<file path="config.mk">
export PLATFORM = sky130hd
export DESIGN_NAME = rwct_div
export DESIGN_NICKNAME = d
export VERILOG_FILES = /design/src/design/rwct_div.sv
export SDC_FILE = /design/constraint.sdc
export NUM_CORES = 2
export LEC_CHECK = 0
export BUFFER_PORTS_ARGS = -buffer_cell sky130_fd_sc_hd__buf_2
export CAP_MARGIN = 20
export CORE_UTILIZATION = 45
export CTS_CLUSTER_DIAMETER = 200
export DETAILED_ROUTE_END_ITERATION = 8
export PLACE_DENSITY_LB_ADDON = 0.08
export SLEW_MARGIN = 20
export SYNTH_ARGS = -nofsm -noshare
export SYNTH_HDL_FRONTEND = slang
export SYNTH_SLANG_ARGS = --single-unit
</file>
<file path="constraint.sdc">
create_clock -name clock -period 4 [get_ports clock]
set_input_delay 0.2 -clock clock [delete_from_list [all_inputs] [get_ports clock]]
set_output_delay 0.2 -clock clock [all_outputs]
set_load 0.1 [all_outputs]
</file>
<file path="src/design/rwct_div.sv">
// rwct_div: pipelined restoring divider, one quotient bit per stage.
// Quotient saturates to all ones when it would not fit (also for a zero divisor).
// Depends on nothing.
module rwct_div #(
   parameter int NUM_W = 51,
   parameter int DEN_W = 48,
   parameter int Q_W   = 16
) (
   input  logic             clock,
   input  logic             adv,
   input  logic [NUM_W-1:0] num_in,
   input  logic [DEN_W-1:0] den_in,
   output logic [Q_W-1:0]   q_out
);

   localparam int W = ((NUM_W > DEN_W + Q_W) ? NUM_W : DEN_W + Q_W) + 1;

   logic [W-1:0]     rem_ff [Q_W];
   logic [DEN_W-1:0] den_ff [Q_W];
   logic [Q_W-1:0]   quo_ff [Q_W];
   logic [Q_W:0]     sat_ff;

   logic [W-1:0]     shd    [Q_W];
   logic [Q_W-1:0]   ge;
   logic [W-1:0]     rem_nx [Q_W];
   logic             sat_in;

   // overflow test, then one trial subtraction per stage
   always_comb begin
      sat_in = W'(num_in) >= (W'(den_in) << Q_W);
      for (int j = 0; j < Q_W; j++) begin
         shd[j]    = W'(den_ff[j]) << (Q_W - 1 - j);
         ge[j]     = rem_ff[j] >= shd[j];
         rem_nx[j] = ge[j] ? (rem_ff[j] - shd[j]) : rem_ff[j];
      end
   end

   always_ff @(posedge clock) begin
      if (adv) begin
         rem_ff[0] <= W'(num_in);
         den_ff[0] <= den_in;
         sat_ff[0] <= sat_in;
         quo_ff[0] <= Q_W'(ge[0]);
         for (int j = 1; j < Q_W; j++) begin
            rem_ff[j] <= rem_nx[j-1];
            den_ff[j] <= den_ff[j-1];
            quo_ff[j] <= (quo_ff[j-1] << 1) | Q_W'(ge[j]);
         end
         for (int j = 1; j <= Q_W; j++) begin
            sat_ff[j] <= sat_ff[j-1];
         end
      end
   end

   assign q_out = sat_ff[Q_W] ? {Q_W{1'b1}} : quo_ff[Q_W-1];

endmodule

</file>
* Yosys cells after proc, flatten, opt, wreduce, memory -nomap -nowiden
Memories as Yosys holds them, arrays and structs flattened.
Index checks and enable logic that the tools add are counted.
** Cells by class
- Bitwise operators :: 15
- $lt $le $gt $ge :: 17
- Add/sub/neg operators :: 15
- Mux-type cells :: 18
** Operators with widths (number)
- 65-bit 2-to-1 mux :: 15
- 16-bit by 1-bit bitwise OR with 16-bit output :: 15
- 65-bit by 48-bit >= comparator with 1-bit output :: 1
- 65-bit by 49-bit >= comparator with 1-bit output :: 1
- 65-bit by 50-bit >= comparator with 1-bit output :: 1
- 65-bit by 51-bit >= comparator with 1-bit output :: 1
- 65-bit by 52-bit >= comparator with 1-bit output :: 1
- 65-bit by 53-bit >= comparator with 1-bit output :: 1
- 65-bit by 54-bit >= comparator with 1-bit output :: 1
- 65-bit by 55-bit >= comparator with 1-bit output :: 1
- 65-bit by 56-bit >= comparator with 1-bit output :: 1
- 65-bit by 57-bit >= comparator with 1-bit output :: 1
- 65-bit by 58-bit >= comparator with 1-bit output :: 1
- 65-bit by 59-bit >= comparator with 1-bit output :: 1
- 65-bit by 60-bit >= comparator with 1-bit output :: 1
- 65-bit by 61-bit >= comparator with 1-bit output :: 1
- 65-bit by 62-bit >= comparator with 1-bit output :: 1
- 65-bit by 63-bit >= comparator with 1-bit output :: 1
- 65-bit by 49-bit subtractor with 65-bit output :: 1
- 65-bit by 50-bit subtractor with 65-bit output :: 1
- 65-bit by 51-bit subtractor with 65-bit output :: 1
- 65-bit by 52-bit subtractor with 65-bit output :: 1
- 65-bit by 53-bit subtractor with 65-bit output :: 1
- 65-bit by 54-bit subtractor with 65-bit output :: 1
- 12 further kinds :: 13
** Word-level totals
- Input port bits :: 101
- Flip-flop bits (word level) :: 17
- Bits in writable memories :: 2064
- Memories :: 3
- Output and inout bits :: 16
- Word-level logic and storage cells :: 69
** Memories
- rem_ff :: words 16, bits a word 65, read ports 16, clocked after Yosys merged registers in 0, write ports 16, RTL line 18 : logic [W-1:0] rem_ff [Q_W];
- den_ff :: words 16, bits a word 48, read ports 16, clocked after Yosys merged registers in 0, write ports 16, RTL line 19 : logic [DEN_W-1:0] den_ff [Q_W];
- quo_ff :: words 16, bits a word 16, read ports 16, clocked after Yosys merged registers in 0, write ports 16, RTL line 20 : logic [Q_W-1:0] quo_ff [Q_W];

* Logic depth before layout (Yosys ltp)
An unclocked memory read counts as a cell.
- Depth after elaboration :: 3
- Depth in mapped cells :: 17

* Worst setup path after synthesis
No wires, ideal clock.
- Path type :: flip-flop to flip-flop
- Start :: memory rem_ff[1][263] (netlist bit)
- End :: memory rem_ff[1][384] (netlist bit), data pin
- Arrival :: 3.322 ns
- Stages on the path, launching flop included :: 16
- Slack :: 0.420 ns
- Required time :: 3.742 ns
- Path buffers :: 0
- Library setup time :: 0.258 ns
- Cell sequence :: edfxtp_1 inv_1 ha_1 inv_1 fa_1 a211o_1 a2111oi_4 o31ai_1 a311oi_2 o41ai_2 a31oi_2 o31a_1 o211ai_2 nor4b_4 nand3_1 xnor2_1
** RTL lines (RTL line)
- from (decl) :: 18

==> results.json <==
{
  "outcome": "finished, final reports clean",
  "synth-seq-area-share_pct": 50.92,
  "power_density_mw_per_mm2": 697.1,
  "grt_pass1_vias": 90090,
  "htreeDepth": 4,
  "syn-cell-area_mm2": 0.1148,
  "min_period_over_period_pct": 97.91,
  "worstMarginPinSlew_ns": 0.9493,
  "cts_inserted_buffers": 229,
  "hold_depth": 2,
  "viasPerCell": 5.490,
  "critPathMaxStageDelay_ns": 0.58,
  "avgRoutedWirePerCell_um": 20.96,
  "worst-path-buf-inv": 2,
  "drive_above_1_share_pct": 14.97,
  "cts_tree": "done",
  "first_iter_violations": 4694,
  "setup_viol": 0,
  "synth_area_per_cell_um2": 10.45,
  "worstHoldEndpoint": "den_ff[0][46]",
  "maxSlewViolCount": 0,
  "clockBufferDepth": 4,
  "crit_path_max_fanout": 5,
  "overflow": 0,
  "drtPass1Iterations": 6,
  "clk-insertion-delay-late_ns": 0.90,
  "rows": 185,
  "cp-start-kind": "flop",
  "ir_drop_mv": 0.3948,
  "area_growth_pct": 18.96,
  "grt_max_degree": 110,
  "wirelength_um": 330200,
  "synth-edff-count": 1947,
  "hold_viol_final": 0,
  "reg2reg_from": "rem_ff[0][416]",
  "skew_ns": 0.06310,
  "synthFlopType": "edfxtp_1",
  "max_freq_mhz": 255.3,
  "antenna_found_initial": 7,
  "place_congestion": 0.9585,
  "rsz0062_at_grt": "yes",
  "whs_ns": 0.08082,
  "cts.sinks": 1947,
  "r2r_slack_ns": 0.08,
  "core_area_mm2": 0.2539,
  "power.leakage_nw": 55.57,
  "die_x_um": 507.1,
  "required_ns": 4.60,
  "critPathTopFamily": "simple AND/OR/NAND/NOR gates",
  "hpwl_um": 262200,
  "vias": 86500,
  "worstPathCellList": "ha_1, and2_1, nand3_1, nor2_1, nand4_1, or3_1, nand3_1, a311oi_4, buf_4, buf_4, nor2_1, nand4_1, xnor2_1",
  "drc_errors": 0,
  "slowest_stage": "nand4_1",
  "clockRootBuffer": "clkbuf_16",
  "die-area_mm2": 0.2572,
  "critPathArrivalTime_ns": 4.52,
  "postRouteAntennaNets": 0,
  "initial_core_util_pct": 45.22,
  "track_usage_pct": 25.11,
  "min_from": "den_in[46]",
  "reg2reg_depth": 13,
  "grt_pass1_wl_um": 500200,
  "hold_path_class": "input port to flop",
  "syn_nets": 11890,
  "synth_warnings": 0,
  "r2r_end": "rem_ff[0][517]",
  "async_reset_ff_share_pct": 0,
  "ys_ff_latch": 1947,
  "relSlewSlack_pct": 36.18,
  "crit_type": "flop to flop",
  "drv_cap": 0,
  "post-route-min-period_ns": 3.916,
  "finalSetupTns_ns": 0,
  "end_kind": "flop",
  "die_h_um": 507.1,
  "portBuffers": 116,
  "ioPinCount": 117,
  "nets": 13110,
  "netlist_instances": 10990,
  "netlist-cell-type-count": 109,
  "path_clk_slew_ns": 0.06
}
==> area by class of cell <==
cell class	instances	area (um^2)
inverter	1009	3787
fill	21850	117300
clock buffer	259	5864
timing repair buffer	1375	11320
antenna	11	27.53
tap	3366	4212
multi-input combinational	7643	51740
clock inverter	145	1182
sequential	1947	58470
==> metrics by stage <==
stage	worst slack [ns]	area [um^2]	utilization, %	total power, mW	std cells
floorplan	0.4196	114800	-	58.86	10990
CTS	-0.04662	135900	53.54	95.15	15730
global placement	-0.3406	126700	49.89	74.21	15120
finish	0.08378	136600	53.79	95.23	15760
detailed placement	-0.3370	126700	49.89	74.71	15120
global route	-0.05689	136600	53.79	100.9	15750
==> power by group <==
| group | leakage (nW) | internal [mW] | switching, mW |
|---|---|---|---|
| registers | 18.9 | 28.9 | 2.93 |
| clock network | 3.42 | 11.4 | 8.30 |
| logic | 33.2 | 19.1 | 24.6 |
| total | 55.6 | 59.4 | 35.8 |
==> timing repair <==
item | CTS | global route
setup buffers | 5 | 15
resized for setup | 51 | 112
setup endpoints to repair | 292 | 298
pin swaps | 27 | 53
hold buffers | 193 | 0
gates cloned | 1 | 4
hold endpoints to repair | 163 | 0
==> cells in the mapped netlist (84+ instances only) <==
master	instances	area, um^2
edfxtp_1	1947	58470
a21oi_1	1138	5695
inv_1	1007	3780
nand2_1	851	3194
nor2_1	802	3010
ha_1	791	9897
o21ai_0	734	3674
xnor2_1	478	4187
a21o_1	390	2928
xor2_1	296	2592
clkbuf_1	282	1059
nand4_1	240	1501
nand3_1	171	855.8
nor3_1	171	855.8
o21bai_1	160	1201
mux2_2	119	1340
o21a_1	116	870.8
nor4_1	90	563.0
nand2b_1	88	550.5
buf_2	84	420.4
nor2b_1	84	525.5
==> layout by cell type (no fill, tap or decap), types with 56 or more instances in the layout <==
cell type | synthesis | layout
edfxtp_1 | 1947 | 1947
a21oi_1 | 1138 | 1123
inv_1 | 1007 | 1003
buf_4 | 5 | 996
nand2_1 | 851 | 849
nor2_1 | 802 | 799
ha_1 | 791 | 785
o21ai_0 | 734 | 718
xnor2_1 | 478 | 477
a21o_1 | 390 | 389
xor2_1 | 296 | 296
nand4_1 | 240 | 240
clkbuf_16 | 0 | 234
dlygate4sd3_1 | 0 | 193
nor3_1 | 171 | 171
nand3_1 | 171 | 168
o21bai_1 | 160 | 160
mux2_2 | 119 | 119
buf_2 | 84 | 115
o21a_1 | 116 | 114
nand2b_1 | 88 | 86
nor2b_1 | 84 | 83
nor4_1 | 90 | 82
a31oi_1 | 64 | 62
a211oi_1 | 66 | 57
o211ai_1 | 56 | 56
==> per-layer routing <==
layer  vias up  part of all wire, %  GRT usage, %
met2      2036                   54         49.78
met3       906                  2.9         2.499
met4         0                  8.7         18.37
met5         -                    0             0
met1     40890                   35         23.57
li1      42670                    -             -
==> worst max-delay path by stage <==
stage	startpoint	end	slack [ns]	cells past startpoint
after floorplan	rem_ff[1][263]	rem_ff[1][384]	0.42	15
after global placement	rem_ff[1][135]	rem_ff[1][200]	-0.34	17
after detailed placement	rem_ff[1][135]	rem_ff[1][200]	-0.34	17
after CTS	rem_ff[1][263]	rem_ff[1][388]	-0.05	16
after global routing	rem_ff[1][263]	rem_ff[1][388]	-0.06	16
final	rem_ff[0][416]	rem_ff[0][517]	0.08	13
==> state kept, by name (all words and copies together) (netlist names) <==
register and count:
quo_ff 136, rem_ff 1026, den_ff 768, sat_ff 17
==> logic make-up after synthesis <==
family	count (synthesis)	share of synthesized area (%)
AO/OA/AOI/OAI	3114	16.67
XOR/XNOR	774	5.904
adder cells (fa/ha/maj)	806	8.881
buffers and inverters	1396	4.683
flip-flops	1947	50.92
multiplexers	129	1.259
AND/OR/NAND/NOR	2820	11.69
Power figures use the tool's default switching activity.
